`src/hdl/fmsts_pkg.sv`:
```
// Package for the FM step trigger sequencer.
// Shared types and fixed-point constants; no dependencies.
package fmsts_pkg;

   localparam int unsigned BASE_W     = 24;
   localparam int unsigned MASK_W     = 16;
   localparam int unsigned DEPTH_W    = 16;
   localparam int unsigned SAMPLE_W   = 16;
   localparam int unsigned STEP_W     = 4;
   localparam int unsigned CSR_IDX_W  = 2;
   localparam int unsigned CSR_DATA_W = 24;
   localparam int unsigned PROD_W     = 32;  // |m| * d, Q5.27
   localparam int unsigned WORK_W     = 33;  // accumulator / remainder
   localparam int unsigned ALU_W      = 34;  // shared adder incl. carry out
   localparam int unsigned INCR_W     = 30;  // widest phase increment
   localparam int unsigned FRAC_SHIFT = 27;
   localparam int unsigned ITERS      = BASE_W;
   localparam int unsigned CNT_W      = $clog2(ITERS);

   localparam logic [BASE_W-1:0] BASE_RESET      = BASE_W'(350);
   localparam logic [STEP_W-1:0] LAST_STEP_RESET = STEP_W'(15);

   localparam logic [CSR_IDX_W-1:0] CSR_STEP_MASK = 2'd0;
   localparam logic [CSR_IDX_W-1:0] CSR_BASE_INC  = 2'd1;
   localparam logic [CSR_IDX_W-1:0] CSR_FM_DEPTH  = 2'd2;
   localparam logic [CSR_IDX_W-1:0] CSR_FM_ENABLE = 2'd3;

   typedef enum logic [1:0] {
      ST_IDLE,
      ST_PROD,
      ST_ITER,
      ST_FINISH
   } state_type;

endpackage

```
`src/hdl/fm_step_trigger_sequencer_unit.sv`:
```
// FM step trigger sequencer, top level.
// Depends on fmsts_pkg; iterative add/subtract unit for FM scaling.
//
// Use: one request per audio sample on req_ (valid/ready) carries the signed
// Q1.15 modulation sample. One response per request on rsp_ (valid/ready)
// gives the step taken from the top four phase bits before the phase
// advances, and a trigger flag when the step changed and its mask bit is set.
// Registers are written through csr_ (write enable, index, data); the user must
// write them only while idle, which the block itself does not enforce.
// Flow: with FM off or a zero sample an accepted request goes straight to the
// finish state. Otherwise the product state forms |m|*d, then the iterate
// state runs a shared 33-bit adder over 24 bits, one bit per cycle, doing
// either a shift-add multiply (positive sample) or a restoring divide
// (negative sample), then the finish state registers the response and
// advances the phase. req_ready is high only in the idle state.
// The response sits in an output register, so the next request is accepted
// and worked on while the previous response waits; a stalled receiver holds
// the block in its final cycle once the next result is ready.
// Reset (synchronous) restores register defaults, phase 0 and last step 15.
module fm_step_trigger_sequencer_unit
   import fmsts_pkg::*;
#(
   parameter int unsigned PHASE_BITS = 24
) (
   input  logic                         clock,
   input  logic                         reset,
   input  logic                         req_valid,
   output logic                         req_ready,
   input  logic signed [SAMPLE_W-1:0]   req_fm_sample,
   output logic                         rsp_valid,
   input  logic                         rsp_ready,
   output logic                         rsp_trigger,
   output logic [STEP_W-1:0]            rsp_step_index,
   input  logic                         csr_wr_en,
   input  logic [CSR_IDX_W-1:0]         csr_index,
   input  logic [CSR_DATA_W-1:0]        csr_wdata
);

   state_type               state_ff, state_in;
   logic [MASK_W-1:0]       step_mask_ff, step_mask_in;
   logic [BASE_W-1:0]       base_inc_ff, base_inc_in;
   logic [DEPTH_W-1:0]      fm_depth_ff, fm_depth_in;
   logic                    fm_en_ff, fm_en_in;
   logic [PHASE_BITS-1:0]   phase_ff, phase_in;
   logic [STEP_W-1:0]       last_step_ff, last_step_in;
   logic                    neg_ff, neg_in;
   logic                    bypass_ff, bypass_in;
   logic [SAMPLE_W-1:0]     mag_ff, mag_in;
   logic [PROD_W-1:0]       prod_ff, prod_in;
   logic [WORK_W-1:0]       work_ff, work_in;
   logic [BASE_W-1:0]       bsh_ff, bsh_in;
   logic [BASE_W-1:0]       quo_ff, quo_in;
   logic [CNT_W-1:0]        cnt_ff, cnt_in;
   logic                    rsp_valid_ff, rsp_valid_in;
   logic                    rsp_trigger_ff, rsp_trigger_in;
   logic [STEP_W-1:0]       rsp_step_ff, rsp_step_in;

   logic [SAMPLE_W-1:0]     sample_raw;
   logic [PROD_W-1:0]       divisor;
   logic [WORK_W-1:0]       alu_a, alu_b;
   logic                    alu_cin;
   logic [ALU_W-1:0]        alu_sum;
   logic [INCR_W-1:0]       incr;
   logic [PHASE_BITS+INCR_W-1:0] incr_ext;
   logic [STEP_W-1:0]       cur_step;

   assign sample_raw = req_fm_sample;
   assign divisor    = prod_ff + PROD_W'(64'd1 << FRAC_SHIFT);
   assign cur_step   = phase_ff[PHASE_BITS-1 -: STEP_W];
   assign incr_ext   = {{PHASE_BITS{1'b0}}, incr};

   // shared adder: add for the multiply, compare-subtract for the divide
   always_comb begin
      if (neg_ff) begin
         alu_a   = {work_ff[WORK_W-2:0], 1'b0};
         alu_b   = ~{1'b0, divisor};
         alu_cin = 1'b1;
      end else begin
         alu_a   = {1'b0, work_ff[WORK_W-2:0]};
         alu_b   = bsh_ff[0] ? {1'b0, prod_ff} : '0;
         alu_cin = 1'b0;
      end
      alu_sum = {1'b0, alu_a} + {1'b0, alu_b} + ALU_W'(alu_cin);
   end

   always_comb begin
      priority if (bypass_ff) begin
         incr = INCR_W'(base_inc_ff);
      end else if (neg_ff) begin
         incr = INCR_W'(quo_ff);
      end else begin
         incr = INCR_W'(base_inc_ff) + INCR_W'(work_ff[PROD_W-1:FRAC_SHIFT-BASE_W]);
      end
   end

   always_comb begin
      state_in       = state_ff;
      step_mask_in   = step_mask_ff;
      base_inc_in    = base_inc_ff;
      fm_depth_in    = fm_depth_ff;
      fm_en_in       = fm_en_ff;
      phase_in       = phase_ff;
      last_step_in   = last_step_ff;
      neg_in         = neg_ff;
      bypass_in      = bypass_ff;
      mag_in         = mag_ff;
      prod_in        = prod_ff;
      work_in        = work_ff;
      bsh_in         = bsh_ff;
      quo_in         = quo_ff;
      cnt_in         = cnt_ff;
      rsp_valid_in   = rsp_valid_ff;
      rsp_trigger_in = rsp_trigger_ff;
      rsp_step_in    = rsp_step_ff;
      req_ready      = 1'b0;

      if (csr_wr_en) begin
         unique case (csr_index)
            CSR_STEP_MASK: step_mask_in = csr_wdata[MASK_W-1:0];
            CSR_BASE_INC:  base_inc_in  = csr_wdata[BASE_W-1:0];
            CSR_FM_DEPTH:  fm_depth_in  = csr_wdata[DEPTH_W-1:0];
            CSR_FM_ENABLE: fm_en_in     = csr_wdata[0];
            default:       ;
         endcase
      end

      if (rsp_valid_ff && rsp_ready) begin
         rsp_valid_in = 1'b0;
      end

      unique case (state_ff)
         ST_IDLE: begin
            req_ready = 1'b1;
            if (req_valid) begin
               neg_in    = sample_raw[SAMPLE_W-1];
               mag_in    = sample_raw[SAMPLE_W-1] ? SAMPLE_W'(-sample_raw) : sample_raw;
               bypass_in = !fm_en_ff || (sample_raw == '0);
               state_in  = (!fm_en_ff || (sample_raw == '0)) ? ST_FINISH : ST_PROD;
            end
         end
         ST_PROD: begin
            prod_in  = PROD_W'(mag_ff) * PROD_W'(fm_depth_ff);
            work_in  = neg_ff ? WORK_W'({base_inc_ff, 3'b000}) : '0;
            bsh_in   = base_inc_ff;
            quo_in   = '0;
            cnt_in   = '0;
            state_in = ST_ITER;
         end
         ST_ITER: begin
            if (neg_ff) begin
               work_in = alu_sum[ALU_W-1] ? alu_sum[WORK_W-1:0] : alu_a;
               quo_in  = {quo_ff[BASE_W-2:0], alu_sum[ALU_W-1]};
            end else begin
               work_in = {1'b0, alu_sum[WORK_W-1:1]};
               bsh_in  = {1'b0, bsh_ff[BASE_W-1:1]};
            end
            cnt_in = cnt_ff + 1'b1;
            if (cnt_ff == CNT_W'(ITERS - 1)) begin
               state_in = ST_FINISH;
            end
         end
         ST_FINISH: begin
            if (!rsp_valid_ff || rsp_ready) begin
               rsp_valid_in   = 1'b1;
               rsp_step_in    = cur_step;
               rsp_trigger_in = (cur_step != last_step_ff) && step_mask_ff[cur_step];
               last_step_in   = cur_step;
               phase_in       = phase_ff + incr_ext[PHASE_BITS-1:0];
               state_in       = ST_IDLE;
            end
         end
         default: state_in = ST_IDLE;
      endcase
   end

   always_ff @(posedge clock) begin
      if (reset) begin
         state_ff     <= ST_IDLE;
         step_mask_ff <= '0;
         base_inc_ff  <= BASE_RESET;
         fm_depth_ff  <= '0;
         fm_en_ff     <= 1'b0;
         phase_ff     <= '0;
         last_step_ff <= LAST_STEP_RESET;
         rsp_valid_ff <= 1'b0;
      end else begin
         state_ff     <= state_in;
         step_mask_ff <= step_mask_in;
         base_inc_ff  <= base_inc_in;
         fm_depth_ff  <= fm_depth_in;
         fm_en_ff     <= fm_en_in;
         phase_ff     <= phase_in;
         last_step_ff <= last_step_in;
         rsp_valid_ff <= rsp_valid_in;
      end
   end

   always_ff @(posedge clock) begin
      neg_ff         <= neg_in;
      bypass_ff      <= bypass_in;
      mag_ff         <= mag_in;
      prod_ff        <= prod_in;
      work_ff        <= work_in;
      bsh_ff         <= bsh_in;
      quo_ff         <= quo_in;
      cnt_ff         <= cnt_in;
      rsp_trigger_ff <= rsp_trigger_in;
      rsp_step_ff    <= rsp_step_in;
   end

   assign rsp_valid      = rsp_valid_ff;
   assign rsp_trigger    = rsp_trigger_ff;
   assign rsp_step_index = rsp_step_ff;

endmodule

```
`config.mk`:
```
export PLATFORM = sky130hd
export DESIGN_NAME = fm_step_trigger_sequencer_unit
export DESIGN_NICKNAME = d
export VERILOG_FILES = /design/src/hdl/fmsts_pkg.sv /design/src/hdl/fm_step_trigger_sequencer_unit.sv
export SDC_FILE = /design/constraint.sdc
export NUM_CORES = 1
export LEC_CHECK = 0
export ABC_AREA = 1
export BUFFER_PORTS_ARGS = -buffer_cell sky130_fd_sc_hd__buf_2
export CAP_MARGIN = 20
export CORE_UTILIZATION = 55
export DETAILED_ROUTE_END_ITERATION = 6
export PLACE_DENSITY = 0.7
export SLEW_MARGIN = 15
export SYNTH_ARGS = -nofsm -noshare
export SYNTH_HDL_FRONTEND = slang
export SYNTH_SLANG_ARGS = --single-unit
```
`constraint.sdc`:
```
create_clock -name clock -period 6.5 [get_ports clock]
set_clock_uncertainty 0.2 [all_clocks]
set_input_delay 1.3 -clock clock [delete_from_list [all_inputs] [get_ports clock]]
set_output_delay 1.3 -clock clock [all_outputs]
set_load 0.05 [all_outputs]
```
# ---- Word level (Yosys, flattened, before mapping)
# Cells that the tools add are included.
dict set report totals {
  wordCells 88
  ff_bits 228
  out_inout_bits 7
}
dict set report op_classes {
  reduce_logical 19
  bitwise 1
  n_eq_ne 13
  addsub 7
  mul 1
  n_lt_le_gt_ge 1
  n_mux 27
}
# operator count
set ops {}
lappend ops {{2-to-1 mux 24 bit} 4}
lappend ops {{2-to-1 mux 32 bit} 3}
lappend ops {{case mux 24 bit (2 select lines)} 2}
lappend ops {{2-to-1 mux 33 bit} 2}
lappend ops {{case mux 32 bit (2 select lines)} 1}
lappend ops {{adder 24 bit} 2}
lappend ops {{adder 33 x 33 -> 34 bit} 1}
lappend ops {{adder 34 x 1 -> 34 bit} 1}
lappend ops {{NOT 32 -> 33 bit} 1}
lappend ops {{adder 32 x 28 -> 32 bit (second input constant)} 1}
lappend ops {{multiplier 16 x 16 -> 32 bit} 1}
lappend ops {{2-to-1 mux 27 bit} 1}
lappend ops {{logical NOT 16 bit} 1}
lappend ops {{negator 16 bit} 1}
lappend ops {{AND reduction 2 bit} 8}
lappend ops {{2-to-1 mux 15 bit} 1}
lappend ops {{!= test 2 bit (second input constant)} 5}
lappend ops {{case mux 5 bit (2 select lines)} 1}
lappend ops {{equality test 2 bit (second input constant)} 4}
lappend ops {{2-to-1 mux 2 bit} 4}
lappend ops {{case mux 2 bit (4 select lines)} 1}
lappend ops {{2-to-1 mux 1 bit} 6}
lappend ops {{adder 5 x 1 -> 5 bit (second input constant)} 1}
lappend ops {{equality test 5 bit (second input constant)} 1}
lappend ops {{10 further kinds} 15}

# ---- Depth between registers and ports, before layout
dict set report depth {
  ltp_word 8
  mapped_depth 29
}

# ---- Least setup slack after synthesis
# No wires, ideal clock.
dict set report synth_path {
  path_kind {register to register}
  startpoint {reg mag_ff[7]}
  endpoint {reg prod_ff[31] (data pin)}
  period_less_slack_ns 5.753
  setup_time_ns 0.264
  stages_incl_launch_ff 24
  path_slack_ns 0.747
  arrival_ns 5.290
  cell_sequence {edfxtp_1 clkbuf_1 clkbuf_1 nand2_1 fa_1 inv_1 fa_1 inv_1 fa_1 inv_1 fa_1 fa_1 inv_1 fa_1 inv_1 ha_1 nand2_1 nor2_1 nand3_1 nand3_1 nand2_1 a21oi_1 a31oi_1 xor2_1}
}
dict set report synth_between {
  elab_chain_cells 1
}
# item line
set synth_lines {}
lappend synth_lines {{start: declaration} fm_step_trigger_sequencer_unit.sv:48} ;# logic [SAMPLE_W-1:0] mag_ff, mag_in;
lappend synth_lines {{start signal: assignment} fm_step_trigger_sequencer_unit.sv:201} ;# mag_ff <= mag_in;
lappend synth_lines {{multiplier 16 x 16 -> 32 bit} fm_step_trigger_sequencer_unit.sv:142} ;# prod_in = PROD_W'(mag_ff) * PROD_W'(fm_depth_ff);
lappend synth_lines {{end signal: assignment} fm_step_trigger_sequencer_unit.sv:202} ;# prod_ff <= prod_in;
lappend synth_lines {{end: declaration} fm_step_trigger_sequencer_unit.sv:49} ;# logic [PROD_W-1:0] prod_ff, prod_in;
# No other way between the ends.
# A chain may end at the register's enable or synchronous reset.

# ---- Worst setup path in the final report
dict set report layout_path {
  startpoint {reg mag_ff[8]}
  endpoint {reg prod_ff[30] (data pin)}
}
# Same word-level chain as after synthesis.

==> impl_metrics.py <==
metrics = {
    "critical_path": {
        "r2r_slack_ps": 360,
        "cpPeakStageDelay_ps": 760,
        "crit_chain": "nand2_1 -> fa_1 -> inv_1 -> fa_1 -> fa_1 -> fa_1 -> fa_1 -> inv_1 -> fa_1 -> inv_1 -> ha_1 -> nand2_1 -> nor4_1 -> nand3_1 -> nand3_1 -> nand3_1 -> nand2_1 -> nand3_1 -> nand2_1 -> xor2_1",
        "crit_top_cell": "fa_1",
        "critPathSlowestCell": "edfxtp_1",
        "crit_type": "register to register",
        "setup.worst_path.end_class": "register",
        "worstPathRequired_ps": 6620,
        "critPathLaunchType": "register",
        "cp.arrival_ps": 6260,
        "cp_max_fo": 16,
    },
    "yosys": {
        "syn-cell-area_um2": 24000,
        "synthCells": 3223,
        "synth-edff-count": 140,
        "synthArstFlopShare": 0,
        "syn_nets": 3656,
        "synth_flop_cell": "edfxtp_1",
        "synth.avg_cell_area_um2": 7.45,
        "ys.warnings.count": 0,
        "ys_seq_area_frac": 0.249,
        "yosysUniqueCellTypes": 56,
        "synth_seq_cells": 228,
    },
    "cts": {
        "cts-root-buf": "clkbuf_16",
        "cts_tree": "yes",
        "cts_htree_levels": 1,
        "cts_buffers": 27,
        "path_clk_slew_ps": 60,
        "cts_resized": 0,
        "postCtsSetupBuffers": 0,
        "hold_buffers": 0,
        "cts_buffer_depth": 3,
        "clock_latency_ps": 570,
        "cts_sinks": 228,
    },
    "detailed_routing": {
        "vias": 20800,
        "ant_nets": 0,
        "drt_iter0_markers": 1613,
        "wirelength_mm": 68.7,
        "dr.pass1.iters": 5,
        "drt-wirelength-per-cell_um": 18.0,
        "via_per_inst": 5.44,
        "drcViolationCount": 0,
    },
    "final_layout": {
        "instances_no_fill": 3821,
        "drive_above_1_share": 0.0615,
        "areaGrowthSynthToFinish_pct": 7.28,
        "nets": 3648,
        "nFillCells": 4018,
        "seq_area_um2": 5970,
        "multiInputGateArea_um2": 15200,
        "antenna_cells": 0,
        "final_area_um2": 25700,
    },
    "floorplan": {
        "die_x_um": 211,
        "io_pins": 54,
        "die_h_um": 211,
        "initial_core_util": 0.557,
        "core_um2": 43100,
        "die_area_um2": 44500,
        "rows": 76,
    },
    "place": {
        "dp_hpwl_mm": 55.0,
        "io_buffers": 53,
        "gp_congestion": 0.940,
        "placed_area_um2": 24800,
        "placed_cells": 3766,
        "dpl_worst_slack_ps": 301,
    },
    "sta": {
        "fin_crit_ps": 6140,
        "finalMaxSlewViolations": 0,
        "fmax_mhz": 163,
        "hold_viol": 0,
        "slew_headroom": 0.365,
        "setup_viol": 0,
        "hold_ws_ps": 243,
        "fin_crit_sh": 0.944,
        "rsz0062_at_grt": "no",
        "fin_ws_ps": 361,
        "tightest_slew_ps": 952,
        "setup_tns_ps": 0,
    },
    "global_routing": {
        "grt_use_met1": 0.408,
        "grt_max_degree": 74,
        "grt_pass1_vias": 21000,
        "gr-usage-met3": 0.0346,
        "grt_util_all_layers": 0.319,
        "grt-ovfl-total": 0,
        "met2_usage": 0.558,
        "grt_pass1_wl_mm": 111,
        "top_usage_layer": "met2",
        "antenna_found_initial": 0,
    },
    "power_and_ir_drop": {
        "p_leak_nw": 13.6,
        "ir_drop_mv": 0.346,
        "powerDensity_nw_per_um2": 394,
    },
    "worst_hold_path": {
        "min_path_type": "register to register",
    },
    "status": {
        "status": "finished clean",
    },
    "job": {
        "maxCapViolations": 0,
    },
}
## layout by cell type, fill, tap and decap left out, types with 27 or more instances in the layout
cell type	n
a21oi_1	201
nand2_1	739
dfxtp_1	88
nand3_1	104
ha_1	187
o21ai_1	27
buf_4	43
inv_1	613
edfxtp_1	140
nor2_1	287
fa_1	198
xor2_1	54
xnor2_1	34
clkbuf_16	29
buf_2	53
o21ai_0	208
## metrics by stage
stage               power (W)   util
floorplan             0.00678      -
global placement      0.00843  0.575
detailed placement    0.00849  0.575
CTS                    0.0101  0.596
global route           0.0110  0.598
finish                 0.0102  0.598
## synthesized netlist by cell type (all sizes together), types with 20 or more instances
| cell type | count | share of area |
|---|---|---|
| inv | 619 | 0.097 |
| buf | 21 | 0.0051 |
| o211ai | 21 | 0.0066 |
| nand3 | 107 | 0.023 |
| nand2 | 743 | 0.12 |
| fa | 198 | 0.17 |
| a21oi | 207 | 0.044 |
| nor2 | 294 | 0.047 |
| clkbuf | 114 | 0.018 |
| o21ai | 239 | 0.050 |
| ha | 188 | 0.098 |
| xor2 | 54 | 0.020 |
| edfxtp | 140 | 0.18 |
| xnor2 | 34 | 0.012 |
| dfxtp | 88 | 0.073 |
| or2 | 20 | 0.0052 |
## routing by layer
metal	vias to the layer above	routed length [um]	share of wire
met1	9987	29300	0.43
li1	10100	-	-
met4	0	2760	0.040
met5	-	0	0
met3	128	3260	0.047
met2	574	33400	0.49
## layout make-up
cell class / count / share of cell area
Clock buffer: 39 / 0.0310
Clock inverter: 11 / 0.00496
Inverter: 623 / 0.0909
Multi-Input combinational cell: 2237 / 0.589
Sequential cell: 228 / 0.232
Tap cell: 585 / 0.0284
Timing Repair Buffer: 98 / 0.0244
## state kept, by name (all words and copies together), names as in the netlist, 16 cells and up
register / flops
base_inc_ff: 24
bsh_ff: 24
fm_depth_ff: 16
mag_ff: 16
phase_ff: 24
prod_ff: 32
quo_ff: 24
step_mask_ff: 16
work_ff: 32
## path summary, 6_finish.rpt
check | to | cells after the start | from
setup reg to reg | prod_ff[30]$_DFFE_PP_ | 20 | mag_ff[8]$_DFFE_PP_
hold reg to reg | fm_en_ff$_SDFFE_PP0P_ | 2 | fm_en_ff$_SDFFE_PP0P_
setup / recovery | prod_ff[30]$_DFFE_PP_ | 20 | mag_ff[8]$_DFFE_PP_
hold / removal | fm_en_ff$_SDFFE_PP0P_ | 2 | fm_en_ff$_SDFFE_PP0P_
## report_power, final
group | internal [W] | total [W] | switching, W
combinational | 0.00195 | 0.00599 | 0.00404
sequential | 0.00220 | 0.00257 | 0.000368
clock | 0.000939 | 0.00159 | 0.000652
total | 0.00509 | 0.0102 | 0.00506
## critical path, delay by kind of cell, from the launching register on
kind                       cells  cell delay [ps]
xor gates and xnor gates       1               60
adders and majority gates      7             3410
buffers and inverters          3              160
DFF                            1              760
and+or+nand+nor                9             1290
## kinds of logic (layout without fill, tap and decap cells)
logic type / Yosys count / count (layout) / synth area share
adders and majority gates: 386 / 386 / 0.263
and+or+nand+nor: 1207 / 1207 / 0.204
muxes: 15 / 15 / 0.00626
DFF: 228 / 228 / 0.249
AOI/OAI and AO/OA: 541 / 541 / 0.125
xor gates and xnor gates: 88 / 88 / 0.0321
buffers and inverters: 758 / 771 / 0.120
Power figures use the tool's default switching activity.
